[config.mk]
export PLATFORM = sky130hd
export DESIGN_NAME = wsc_cordic
export DESIGN_NICKNAME = d
export VERILOG_FILES = /design/src/hw/rtl/wsc_pkg.sv /design/src/hw/rtl/wsc_cordic.sv
export SDC_FILE = /design/constraint.sdc
export NUM_CORES = 1
export LEC_CHECK = 0
export BUFFER_PORTS_ARGS = -buffer_cell sky130_fd_sc_hd__buf_2
export CAP_MARGIN = 30
export CORE_MARGIN = 2
export CORE_UTILIZATION = 45
export DETAILED_ROUTE_END_ITERATION = 8
export SLEW_MARGIN = 40
export SYNTH_ARGS = -nofsm -noshare
export SYNTH_HDL_FRONTEND = slang
export SYNTH_SLANG_ARGS = --single-unit
[constraint.sdc]
create_clock -name aclk -period 5.9 [get_ports aclk]
set_input_delay 0.59 -clock aclk [delete_from_list [all_inputs] [get_ports aclk]]
set_output_delay 0.59 -clock aclk [all_outputs]
set_load 0.02 [all_outputs]
[src/hw/rtl/wsc_pkg.sv]
// ----------------------------------------------------------------------------
// wsc_pkg
// Shared types and constants for the waypoint steering control unit.
// ----------------------------------------------------------------------------
package wsc_pkg;

    localparam int ATAN_ENTRIES = 24;
    localparam int ZW = 28;  // CORDIC angle accumulator, 24 fraction bits

    localparam logic signed [15:0] ANG_PI      = 16'sd12868;
    localparam logic signed [15:0] ANG_HALF_PI = 16'sd6434;
    localparam logic signed [15:0] ANG_TWO_PI  = 16'sd25736;
    localparam logic signed [ZW-1:0] Z_HALF_PI = 28'sd26353589;

    localparam logic [2:0] REG_TOL   = 3'd0;
    localparam logic [2:0] REG_DGAIN = 3'd1;
    localparam logic [2:0] REG_FLIM  = 3'd2;
    localparam logic [2:0] REG_RLIM  = 3'd3;
    localparam logic [2:0] REG_FTURN = 3'd4;
    localparam logic [2:0] REG_RTURN = 3'd5;
    localparam logic [2:0] REG_WIN   = 3'd6;

    typedef struct packed {
        logic [7:0]  tol;
        logic [3:0]  dgain;
        logic [11:0] flim;
        logic [11:0] rlim;
        logic [3:0]  fturn;
        logic [3:0]  rturn;
        logic [13:0] win;
    } cfg_t;

    function automatic logic signed [ZW-1:0] atan_entry(input logic [4:0] i);
        logic signed [ZW-1:0] r;
        case (i)
            5'd0: r = 28'sd13176795;
            5'd1: r = 28'sd7778716;
            5'd2: r = 28'sd4110060;
            5'd3: r = 28'sd2086331;
            5'd4: r = 28'sd1047214;
            5'd5: r = 28'sd524117;
            5'd6: r = 28'sd262123;
            5'd7: r = 28'sd131069;
            default: r = (i < 5'd24) ? (28'sd1 <<< (5'd24 - i)) : 28'sd0;
        endcase
        return r;
    endfunction

endpackage

[src/hw/rtl/wsc_cordic.sv]
// ----------------------------------------------------------------------------
// wsc_cordic
// Vectoring CORDIC, one micro-rotation per cycle; gives atan2 in Q4.12.
// ----------------------------------------------------------------------------
module wsc_cordic
    import wsc_pkg::*;
#(
    parameter int STEPS = 16
) (
    input  logic               aclk,
    input  logic               aresetn,
    input  logic               start,
    input  logic signed [16:0] dx,
    input  logic signed [16:0] dy,
    output logic               done,
    output logic signed [15:0] angle
);
    localparam int NS = (STEPS > ATAN_ENTRIES) ? ATAN_ENTRIES : STEPS;

    logic signed [27:0] x_reg, y_reg;
    logic signed [ZW-1:0] z_reg;
    logic [4:0] i_reg;
    logic busy_reg, done_reg;
    logic signed [27:0] xs, ys, x0, y0;
    logic signed [ZW-1:0] zr;

    always_comb begin
        xs = x_reg >>> i_reg;
        ys = y_reg >>> i_reg;
        x0 = {{3{dx[16]}}, dx, 8'd0};
        y0 = {{3{dy[16]}}, dy, 8'd0};
        zr = z_reg + ZW'(2048);
    end

    always_ff @(posedge aclk) begin
        if (!aresetn) begin
            busy_reg <= 1'b0;
            done_reg <= 1'b0;
        end else begin
            done_reg <= 1'b0;
            if (start) begin
                busy_reg <= 1'b1;
                i_reg    <= '0;
                if (dx < 0 && dy >= 0) begin
                    x_reg <= y0; y_reg <= -x0; z_reg <= Z_HALF_PI;
                end else if (dx < 0) begin
                    x_reg <= -y0; y_reg <= x0; z_reg <= -Z_HALF_PI;
                end else begin
                    x_reg <= x0; y_reg <= y0; z_reg <= '0;
                end
            end else if (busy_reg) begin
                if (y_reg > 0) begin
                    x_reg <= x_reg + ys;
                    y_reg <= y_reg - xs;
                    z_reg <= z_reg + atan_entry(i_reg);
                end else begin
                    x_reg <= x_reg - ys;
                    y_reg <= y_reg + xs;
                    z_reg <= z_reg - atan_entry(i_reg);
                end
                i_reg <= i_reg + 5'd1;
                if (i_reg == 5'(NS - 1)) begin
                    busy_reg <= 1'b0;
                    done_reg <= 1'b1;
                end
            end
        end
    end

    assign done  = done_reg;
    assign angle = zr[27:12];
endmodule

==> out/qor.tcl <==
set qor(final-setup-viol-count) 0
set qor(swShare) 0.472
set qor(number_of_distinct_library_cell_variants_in_the_gate_level_netlist_after_synthesis) 93
set qor(vdd.ir_drop.worst_mv) 0.197
set qor(synth.cells.most_frequent) {o21ai_0, nand2_1, a21oi_1}
set qor(nFillCells) 3031
set qor(crit_fanout) 8
set qor(drive_gt1_frac) 0.211
set qor(drt-total-wl_mm) 52.4
set qor(timing.critical_path.buf_inv) 4
set qor(sequentialPowerShare) 0.196
set qor(multiInputGateArea_um2) 11300
set qor(cts-root-buf) {clkbuf_16}
set qor(cell_area_after_placement_um2) 15800
set qor(sequential_cell_area_um2) 2710
set qor(yosysWarningCount) 0
set qor(crit_chain) {buf_12 > buf_4 > buf_4 > mux4_2 > mux2i_4 > a22oi_1 > o221ai_2 > ha_2 > nand3_2 > or2_4 > or3b_4 > nor3b_2 > nor2_1 > xnor2_1 > ha_1 > a21o_1 > a21o_1 > a21oi_1 > o21ai_1 > buf_4 > a21o_1 > a21oi_1 > xor2_1 > o21ai_0}
set qor(final_hold_viol_count) 0
set qor(grt_most_used_layer) {met2}
set qor(worst_setup_hold_path_clk_slew_ps) 70
set qor(met1_usage) 0.381
set qor(finalWeightedCongestion) 1.03
set qor(first_pass_iters) 8
set qor(drt_drc_violations_left) 0
set qor(proportion_of_register_bits_with_asynchronous_set_or_reset_after_synthesis) 0
set qor(worst_path_dominant_cell_family) {compound AO/OA/AOI/OAI gates}
set qor(place_inst) 2208
set qor(power_per_cell_area_nw_per_um2) 377
set qor(cell_with_the_largest_stage_delay_on_the_worst_path) {mux4_2}
set qor(pin_count) 54
set qor(cts.sinks) 91
set qor(synth-edff-count) 89
set qor(drv_cap) 0
set qor(synthesis.area_um2) 14500
set qor(critical_path.endpoint_type) {flip-flop}
set qor(rr_startpoint) {i_reg[0]}
set qor(finalClockSkew_ps) 6.42
set qor(synth.area.top_cells) {edfxtp_1, mux4_2, ha_1}
set qor(core_um2) 31600
set qor(die-width_um) 183
set qor(drt_first_iter_violations) 1368
set qor(timing.max_slew.rel_slack) 0.526
set qor(final_max_slew_violation_count) 0
set qor(globalRouteTotalUtil) 0.310
set qor(switching_power_uw) 2940
set qor(leakage_uw) 0.00662
set qor(globalRouteMet2Util) 0.526
set qor(placementRows) 65
set qor(final_period_minus_worst_setup_slack_ps) 5680
set qor(place.detailed.hpwl_mm) 40.9
set qor(port_buffers) 53
set qor(design_area_um2) 16500
set qor(achievable-frequency_mhz) 176
set qor(worst_min_delay_path_category) {in -> reg}
set qor(synthesis.instances) 1729
set qor(grt_start_max_net_pins) 67
set qor(whs_ps) 466
set qor(run_status) {finished, final reports clean}
set qor(clock_path_buffers) 2
set qor(timing.critical_path.slowest_cell_delay_ps) 560
set qor(criticalPathCategory) {reg -> reg}
set qor(vias) 14400
set qor(worstSkewPairLatency_ps) 380
set qor(cell_internal_pwr_uw) 3280
set qor(instances_no_fill) 2244
set qor(route.detailed.vias_per_inst) 6.41
set qor(die_outline_area_um2) 33600
set qor(first_global_vias) 13900
set qor(post-synth-top-area-cell) {edfxtp_1}
set qor(worst_pin_slew_ps) 711
set qor(timing.critical_path.required_ps) 6020
set qor(dieHeight_um) 183
set qor(wl_per_cell_um) 23.4
set qor(timing.hold.worst.start) {aresetn}
set qor(core_utilization_of_the_finished_layout) 0.523
set qor(critical_path.startpoint) {i_reg[0]}
set qor(post_cts_hold_buffer_count) 0
set qor(synth_most_common_cell) {o21ai_0}
set qor(antenna_violations_before_repair) 1
set qor(first_pass_grt_wire_length_mm) 79.6
set qor(fin_nets) 1969
set qor(h_tree_lvl_count) 3
set qor(post_synth.cell_area_avg_um2) 8.36
set qor(layout_worst_path_cycle_share) 0.962
set qor(floorplan.initialDensity) 0.458
set qor(cts_tree) {done}
set qor(timing.critical_path.arrival_ps) 5800
set qor(synth_top_area_frac) 0.185
set qor(relative_contribution_of_the_clock_network_to_total_power) 0.108
set qor(setup.worst_path.start_class) {flip-flop}
set qor(route.antenna.remaining_nets) 0
set qor(syn-num-nets) 1862
set qor(setup-tns-final_ps) 0
set qor(ys_ff_latch) 91
set qor(met3_usage) 0.0498
set qor(cts_buffers) 9
set qor(overflow) 0
set qor(main_synth_ff_type) {edfxtp_1}
set qor(layout-area-overhead-vs-synth_pct) 14.2
set qor(yosysSeqAreaShare) 0.188
set qor(power.combinational.fraction) 0.696
## placed cells by master (no fill, tap or decap), types with 18 or more instances in the layout
master	Yosys	layout
mux2i_1	47	37
mux4_2	53	53
nand2_1	147	146
o31ai_1	23	21
mux2_2	31	31
xnor2_1	101	100
buf_2	16	52
o21ai_0	160	156
nor2_1	111	108
xor2_1	78	78
nor2b_1	25	25
ha_1	93	89
or3_1	20	20
a21o_1	39	39
edfxtp_1	89	89
nand3_1	46	44
o21a_1	19	18
buf_4	3	136
o211ai_1	34	34
a21oi_1	129	126
nand2b_1	23	23
inv_1	57	57
nor3_1	24	22
## power groups by stage
stage | sequential (µW) | clock, µW | combinational (µW)
final | 1220 | 670 | 4330
after CTS | 1210 | 688 | 4200
after floorplan | 1070 | 0 | 3090
after global placement | 1220 | 0 | 4130
after detailed placement | 1220 | 0 | 4180
after global routing | 1220 | 703 | 4780
## layer usage
| layer | up-vias | wire length [µm] |
|---|---|---|
| li1 | 6754 | - |
| met1 | 6895 | 21600 |
| met2 | 585 | 24400 |
| met3 | 147 | 3350 |
| met4 | 2 | 3090 |
| met5 | - | 13 |
## layout make-up
class / count / share of cell area
antenna: 1 / 0.000152
clock buffer: 9 / 0.0136
clock inverter: 7 / 0.00599
inverter: 59 / 0.0134
multi-input combinational: 1477 / 0.682
sequential: 91 / 0.164
tap: 402 / 0.0305
timing repair buffer: 198 / 0.0901
## final timing paths
path,slack (ps),depth (start not counted),endpoint
setup / recovery,220,24,y_reg[25]
hold / removal,470,2,done
setup reg to reg,220,24,y_reg[25]
hold reg to reg,500,1,done
## metrics by stage
stage	power [µW]	worst slack, ps
after floorplan	4160	44.1
after global placement	5350	145
after detailed placement	5400	72.4
after CTS	6100	37.7
after global routing	6710	-47.6
final	6220	224
## cell families (layout without fill, tap and decap cells)
kind of cell               after synthesis  in the layout  share of synthesized area
DFF                                     91             91                      0.188
buffers and inverters                  161            273                     0.0494
muxes                                  136            136                      0.145
adders and majority gates               96             96                     0.0847
xor gates and xnor gates               180            180                      0.110
other                                    0              1                          0
and+or+nand+nor                        500            500                      0.172
AOI/OAI and AO/OA                      565            565                      0.252
## timing repair
action                                 in CTS  in global routing
resized for setup                           0                 49
setup buffers                               0                 16
setup endpoints to repair                   0                 17
endpoints found under the hold margin       0                  0
No activity file was read; power rests on OpenSTA's default activity.
