**src/hw/rtl/wsc_pkg.sv**
```systemverilog
// ----------------------------------------------------------------------------
// wsc_pkg
// Shared types and constants for the waypoint steering control unit.
// ----------------------------------------------------------------------------
package wsc_pkg;

    localparam int ATAN_ENTRIES = 24;
    localparam int ZW = 28;  // CORDIC angle accumulator, 24 fraction bits

    localparam logic signed [15:0] ANG_PI      = 16'sd12868;
    localparam logic signed [15:0] ANG_HALF_PI = 16'sd6434;
    localparam logic signed [15:0] ANG_TWO_PI  = 16'sd25736;
    localparam logic signed [ZW-1:0] Z_HALF_PI = 28'sd26353589;

    localparam logic [2:0] REG_TOL   = 3'd0;
    localparam logic [2:0] REG_DGAIN = 3'd1;
    localparam logic [2:0] REG_FLIM  = 3'd2;
    localparam logic [2:0] REG_RLIM  = 3'd3;
    localparam logic [2:0] REG_FTURN = 3'd4;
    localparam logic [2:0] REG_RTURN = 3'd5;
    localparam logic [2:0] REG_WIN   = 3'd6;

    typedef struct packed {
        logic [7:0]  tol;
        logic [3:0]  dgain;
        logic [11:0] flim;
        logic [11:0] rlim;
        logic [3:0]  fturn;
        logic [3:0]  rturn;
        logic [13:0] win;
    } cfg_t;

    function automatic logic signed [ZW-1:0] atan_entry(input logic [4:0] i);
        logic signed [ZW-1:0] r;
        case (i)
            5'd0: r = 28'sd13176795;
            5'd1: r = 28'sd7778716;
            5'd2: r = 28'sd4110060;
            5'd3: r = 28'sd2086331;
            5'd4: r = 28'sd1047214;
            5'd5: r = 28'sd524117;
            5'd6: r = 28'sd262123;
            5'd7: r = 28'sd131069;
            default: r = (i < 5'd24) ? (28'sd1 <<< (5'd24 - i)) : 28'sd0;
        endcase
        return r;
    endfunction

endpackage

```
**src/hw/rtl/wsc_isqrt.sv**
```systemverilog
// ----------------------------------------------------------------------------
// wsc_isqrt
// Bit-pair restoring square root, one result bit per cycle.
// ----------------------------------------------------------------------------
module wsc_isqrt
    import wsc_pkg::*;
(
    input  logic        aclk,
    input  logic        aresetn,
    input  logic        start,
    input  logic [33:0] radicand,
    output logic        done,
    output logic [16:0] root
);
    logic [33:0] rem_reg;
    logic [33:0] val_reg;
    logic [16:0] root_reg;
    logic [4:0]  cnt_reg;
    logic        busy_reg;
    logic        done_reg;
    logic [35:0] trial;
    logic [35:0] rem_sh;

    always_comb begin
        rem_sh = {rem_reg, val_reg[33:32]};
        trial  = rem_sh - {17'd0, root_reg, 2'b01};
    end

    always_ff @(posedge aclk) begin
        if (!aresetn) begin
            busy_reg <= 1'b0;
            done_reg <= 1'b0;
        end else begin
            done_reg <= 1'b0;
            if (start) begin
                busy_reg <= 1'b1;
                cnt_reg  <= 5'd17;
                rem_reg  <= '0;
                root_reg <= '0;
                val_reg  <= radicand;
            end else if (busy_reg) begin
                val_reg <= {val_reg[31:0], 2'b00};
                if (!trial[35]) begin
                    rem_reg  <= trial[33:0];
                    root_reg <= {root_reg[15:0], 1'b1};
                end else begin
                    rem_reg  <= rem_sh[33:0];
                    root_reg <= {root_reg[15:0], 1'b0};
                end
                cnt_reg <= cnt_reg - 5'd1;
                if (cnt_reg == 5'd1) begin
                    busy_reg <= 1'b0;
                    done_reg <= 1'b1;
                end
            end
        end
    end

    assign done = done_reg;
    assign root = root_reg;
endmodule

```
**config.mk**
```make
export PLATFORM = sky130hd
export DESIGN_NAME = wsc_isqrt
export DESIGN_NICKNAME = d
export VERILOG_FILES = /design/src/hw/rtl/wsc_pkg.sv /design/src/hw/rtl/wsc_isqrt.sv
export SDC_FILE = /design/constraint.sdc
export NUM_CORES = 1
export LEC_CHECK = 0
export ABC_AREA = 1
export BUFFER_PORTS_ARGS = -buffer_cell sky130_fd_sc_hd__buf_4
export CORE_UTILIZATION = 35
export CTS_BUF_LIST = sky130_fd_sc_hd__clkbuf_8
export CTS_CLUSTER_SIZE = 16
export DETAILED_ROUTE_END_ITERATION = 8
export GPL_TIMING_DRIVEN = 0
export PLACE_DENSITY_LB_ADDON = 0.08
export SLEW_MARGIN = 5
export SYNTH_ARGS = -nofsm -noshare
export SYNTH_HDL_FRONTEND = slang
export SYNTH_SLANG_ARGS = --single-unit
```
**constraint.sdc**
```tcl
create_clock -name aclk -period 13 [get_ports aclk]
set_clock_uncertainty 0.2 [all_clocks]
set_input_delay 1.3 -clock aclk [delete_from_list [all_inputs] [get_ports aclk]]
set_output_delay 1.3 -clock aclk [all_outputs]
set_load 0.01 [all_outputs]
```
==> impl_metrics.ini, run 1 <==
[setup_path]
end_kind = register
crit_path_max_fanout = 24
reg2reg_depth = 11
start_kind = input port
r2r_end = rem_reg[10]
worstReg2RegStart = rem_reg[16]
critPathKind = in2reg
r2r_slack_ns = 10.19
critPathArrivalTime_ns = 3.25
cp.required_ns = 12.92

[sta]
hold_viol_final = 0
setup_viol = 0
period_needed_ns = 3.33
drv_slew = 0
max_slew_margin = 0.408
worst_slack_ns = 9.67
finalSetupTns_ns = 0
rsz0062_at_grt = false
fmax_mhz = 301
post-route-period-util = 0.256
worstMarginPinSlew_ns = 0.886

[global_route]
grt_max_degree = 28
grt_pass1_wl_mm = 25.3
antenna_found_initial = 0
grt_pass1_vias = 5075
gr-total-overflow = 0
grt_util_all_layers = 0.185

[clock_tree]
root_buffer = clkbuf_8
cts_buffers = 9
postCtsSetupBuffers = 0
ctsResizeCount = 0
h-tree-depth = 3
clk_pin_slew_ns = 0.11
cts_buffer_depth = 2
cts_hold_buf = 0
clock-sinks = 92
cts_tree = yes
clk_latency_ns = 0.41

[cells_and_area]
num-nets-final = 914
postLayoutCoreUtil = 0.416
drive_gt1_frac = 0.117
nFillCells = 1735
area_growth_syn_to_layout_pct = 15.9
diodes = 0

[pwr]
ir_worst_vdd_v = 0.0000720
leakage_nw = 3.24
power_density_nw_per_um2 = 106

[synth]
postSynthCellCount = 790
synth-seq-cells = 92
synth_edf_count = 90
ys_top_cells_by_count = nand2_1 (294), inv_1 (102), nor2_1 (102), edfxtp_1 (90), nand3_1 (35)
synth_nets = 847
synth_top_area_frac = 0.452
yosysUniqueCellTypes = 35
post-synth-top-count-cell = nand2_1
synth_top_area_cell = edfxtp_1
ys_warn_count = 0
synth_flop_cell = edfxtp_1
synthTopCellsByArea = edfxtp_1 (45%), nand2_1 (18%), inv_1 (6.4%)
syn_avg_cell_area_um2 = 7.56
ys_seq_area_frac = 0.459
syn-cell-area_um2 = 5970
async_flop_share = 0

[hold_path]
hold_path_depth = 2
min_to = done
hold_start = busy_reg
hp-class = reg2reg

[die]
die_w_um = 133
die_h_um = 133
core_um2 = 16600
rows = 47
start_util = 0.359
die-area_um2 = 17600
num_io_pins = 55

[route]
vias = 5117
drtPass1Iterations = 7
drc = 0
wire_per_inst_um = 14.2
ant_nets = 0
viasPerCell = 4.73
dr.first_iter.drc_count = 363
routed_wl_mm = 15.4

[placement]
place.gp.congestion = 0.916
place_hpwl_mm = 12.1
portBuffers = 53
place_ws_ns = 9.22

[job]
max_cap_violations = 0

[run_status]
outcome = completed
-- placed cells by master (no fill, tap or decap), types with 9 or more instances in the layout --
cell	Yosys	layout
buf_4	1	54
clkbuf_1	12	12
nand3b_1	9	9
nand2_1	294	294
nand3_1	35	35
xor2_1	16	16
ha_1	20	20
edfxtp_1	90	90
o21ai_1	12	12
inv_1	102	102
clkbuf_8	0	9
o21ai_0	14	14
nor2_1	102	102
a21oi_1	28	27
-- metal layers --
layer | global-route usage | wire, um | vias to the layer above
met4 | 0.0536 | 257 | 0
met1 | 0.246 | 7350 | 2353
li1 | - | - | 2651
met5 | 0 | 0 | -
met3 | 0.0341 | 576 | 18
met2 | 0.307 | 7220 | 95
-- critical path: stages --
cell	delay (ns)
clkbuf_1	0.45
inv_2	0.25
a21oi_4	0.77
buf_16	0.26
buf_16	0.18
-- where the power goes --
part / switching [mW] / leakage [nW] / total (mW) / internal, mW
logic: 0.109 / 2.25 / 0.170 / 0.0608
registers: 0.0108 / 0.891 / 0.362 / 0.351
clock network: 0.127 / 0.0976 / 0.201 / 0.0747
-- logic make-up (layout without fill, tap and decap cells) --
logic type	after synthesis	count (layout)	share of synthesized area
AND/OR/NAND/NOR	476	476	0.336
buffers and inverters	127	199	0.0861
flip-flops	92	92	0.459
AO/OA/AOI/OAI	58	58	0.0517
adder cells (fa/ha/maj)	20	20	0.0419
XOR/XNOR	17	17	0.0249
-- area by class of cell --
cell class	count	area, um^2	area share
plain buffers	20	113	0.0163
clock buffers	9	124	0.0179
clock inverters	7	63.8	0.00922
inverters	107	402	0.0580
multi-input cells	571	2730	0.394
flip-flops and latches	92	2740	0.396
well taps	220	275	0.0398
repair buffers	56	473	0.0683
-- worst max-delay path by stage --
stage	from	endpoint	cells past startpoint
4_1_cts	start	rem_reg[28]	5
5_1_grt	start	rem_reg[22]	5
2_1_floorplan	start	cnt_reg[0]	3
6_report	start	rem_reg[32]	5
3_3_place_gp	start	rem_reg[32]	3
3_5_place_dp	start	rem_reg[24]	5
-- through the flow --
| step | power, mW | hold slack (ns) | cells | area [um^2] |
|---|---|---|---|---|
| floorplan | 0.485 | 0.222 | 790 | 5970 |
| global placement | 0.539 | 0.234 | 1063 | 6650 |
| detailed placement | 0.540 | 0.301 | 1066 | 6730 |
| CTS | 0.741 | 0.323 | 1082 | 6920 |
| global route | 0.774 | 0.343 | 1082 | 6920 |
| finish | 0.733 | 0.321 | 1082 | 6920 |
No activity file was read; power rests on OpenSTA's default activity.
==> inputs of run 2 (changes only) <==
==> constraint.sdc (replaced) <==
create_clock -name aclk -period 3.16 [get_ports aclk]
set_clock_uncertainty 0.2 [all_clocks]
set_input_delay 0.316 -clock aclk [delete_from_list [all_inputs] [get_ports aclk]]
set_output_delay 0.316 -clock aclk [all_outputs]
set_load 0.01 [all_outputs]
==> impl_metrics.ini, run 2 (synthesis results as in run 1) <==
[pwr]
power_density_nw_per_um2 = 425
p_seq_frac = 0.483
p_int_mw = 2.09
leakage_nw = 3.38
p_clk_frac = 0.279
switchingPower_mw = 0.993
p_comb_frac = 0.239
ir_worst_vdd_v = 0.000210
power_mw = 3.09
sw_frac_of_total = 0.322

[setup_path]
r2r_slack_ns = 0.28
critical_path.cell_chain = ha_1, a21oi_1, nand2_1, a21oi_4, nand4_2, nand2_4, nand2_4, inv_2, buf_4, nor2_1, nor2_1
cp.required_ns = 3.21
r2r_end = rem_reg[15]
slowest_stage = edfxtp_1
start_kind = register
worstReg2RegStart = rem_reg[16]
crit_path_max_fanout = 10
critPathKind = reg2reg
reg2reg_depth = 11
crit_end = rem_reg[15]
critPathMaxStageDelay_ns = 0.49
startpoint = rem_reg[16]
end_kind = register
critPathArrivalTime_ns = 2.92

[die]
die_w_um = 133
start_util = 0.359
die-area_um2 = 17600
core_um2 = 16600
num_io_pins = 55
rows = 47
die_h_um = 133

[hold_path]
hold_start = radicand[23]
hp-class = in2reg

[sta]
worst_slack_ns = 0.285
setup_viol = 0
rsz0062_at_grt = false
post-route-period-util = 0.910
timing.hold.ws_ns = -0.000909
max_slew_margin = 0.571
period_needed_ns = 2.88
drv_slew = 0
worstMarginPinSlew_ns = 0.644
fmax_mhz = 348
hold_viol_final = 1

[route]
wl_met3_um = 429
routed_wl_mm = 15.9
routed-wl-met2_mm = 7.48
viasPerCell = 4.70
wire_per_inst_um = 14.3
top_layer_used = met4
vias = 5235
wl_met1_mm = 7.72
drtPass1Iterations = 5
drc = 0
ant_nets = 0
dr.first_iter.drc_count = 242

[clock_tree]
cts_buffer_depth = 2
cts_tree = yes
clk_pin_slew_ns = 0.10
ctsResizeCount = 0
cts_buffers = 9
clock-sinks = 92
postCtsSetupBuffers = 0
cts_hold_buf = 30
clk_latency_ns = 0.40
root_buffer = clkbuf_8
h-tree-depth = 3

[job]
max_cap_violations = 0

[global_route]
gr-total-overflow = 0
grt_util_all_layers = 0.193
grt_max_degree = 28
antenna_found_initial = 0
grt_pass1_vias = 5230
grt_pass1_wl_mm = 26.4

[cells_and_area]
finalNonFillerCells = 1113
postLayoutCoreUtil = 0.436
design_area_um2 = 7260
layout_commonest_cell = nand2_1
area_growth_syn_to_layout_pct = 21.5
diodes = 0
final_cell_mix = nand2_1 (294), inv_1 (102), nor2_1 (102)
drive_gt1_frac = 0.113
num-nets-final = 945

[run_status]
violations = negative hold slack
outcome = finished, violations left

[placement]
place_hpwl_mm = 12.2
place.gp.congestion = 0.895
place_inst = 1067
place_ws_ns = 0.342
portBuffers = 53
placed_cell_area_um2 = 6760
[run 2: cell types whose count changed in the layout (fill, tap and decap cells not counted)]
cell	delta
buf_16	+1
inv_8	-3
dlygate4sd3_1	+30
clkinv_4	+1
clkinv_1	+1
bufinv_16	+1
[run 2: worst max-delay path, delay by kind of cell, from the launching register on]
family,cells,cell delay [ns]
AO/OA/AOI/OAI,2,0.53
buffers and inverters,2,0.41
flip-flops,1,0.49
AND/OR/NAND/NOR,6,0.70
adder cells (fa/ha/maj),1,0.39
[run 2: worst min path at each step]
stage	endpoint	cells after the start
floorplan	done	2
global placement	val_reg[16]	2
detailed placement	val_reg[9]	2
CTS	val_reg[23]	3
global route	val_reg[23]	3
finish	val_reg[23]	3
[run 2: final cells by class]
class / instances / area, um^2
multi-input combinational: 571 / 2730
timing repair buffer: 87 / 801
clock inverter: 7 / 72.6
buffer: 20 / 113
tap: 220 / 275
sequential: 92 / 2740
inverter: 107 / 402
fill: 1717 / 9380
clock buffer: 9 / 124
[run 2: routing by layer]
| layer | vias to the layer above | track usage |
|---|---|---|
| met3 | 17 | 0.0287 |
| met4 | 0 | 0.0600 |
| met5 | - | 0 |
| met2 | 91 | 0.321 |
| met1 | 2422 | 0.258 |
| li1 | 2705 | - |
[run 2: metrics by stage]
stage,hold slack [ns],TNS [ns]
after floorplan,0.282,0
after global placement,0.293,-68.43
after detailed placement,0.300,0
after CTS,0.000548,0
after global routing,0.0182,0
final,-0.000909,0
[run 2: power groups by stage]
stage / combinational (mW) / clock [mW] / sequential, mW
2_1_floorplan: 0.477 / 0 / 1.51
3_3_place_gp: 0.687 / 0 / 1.52
3_5_place_dp: 0.711 / 0 / 1.52
4_1_cts: 0.744 / 0.872 / 1.49
5_1_grt: 0.841 / 0.920 / 1.50
6_report: 0.737 / 0.860 / 1.49
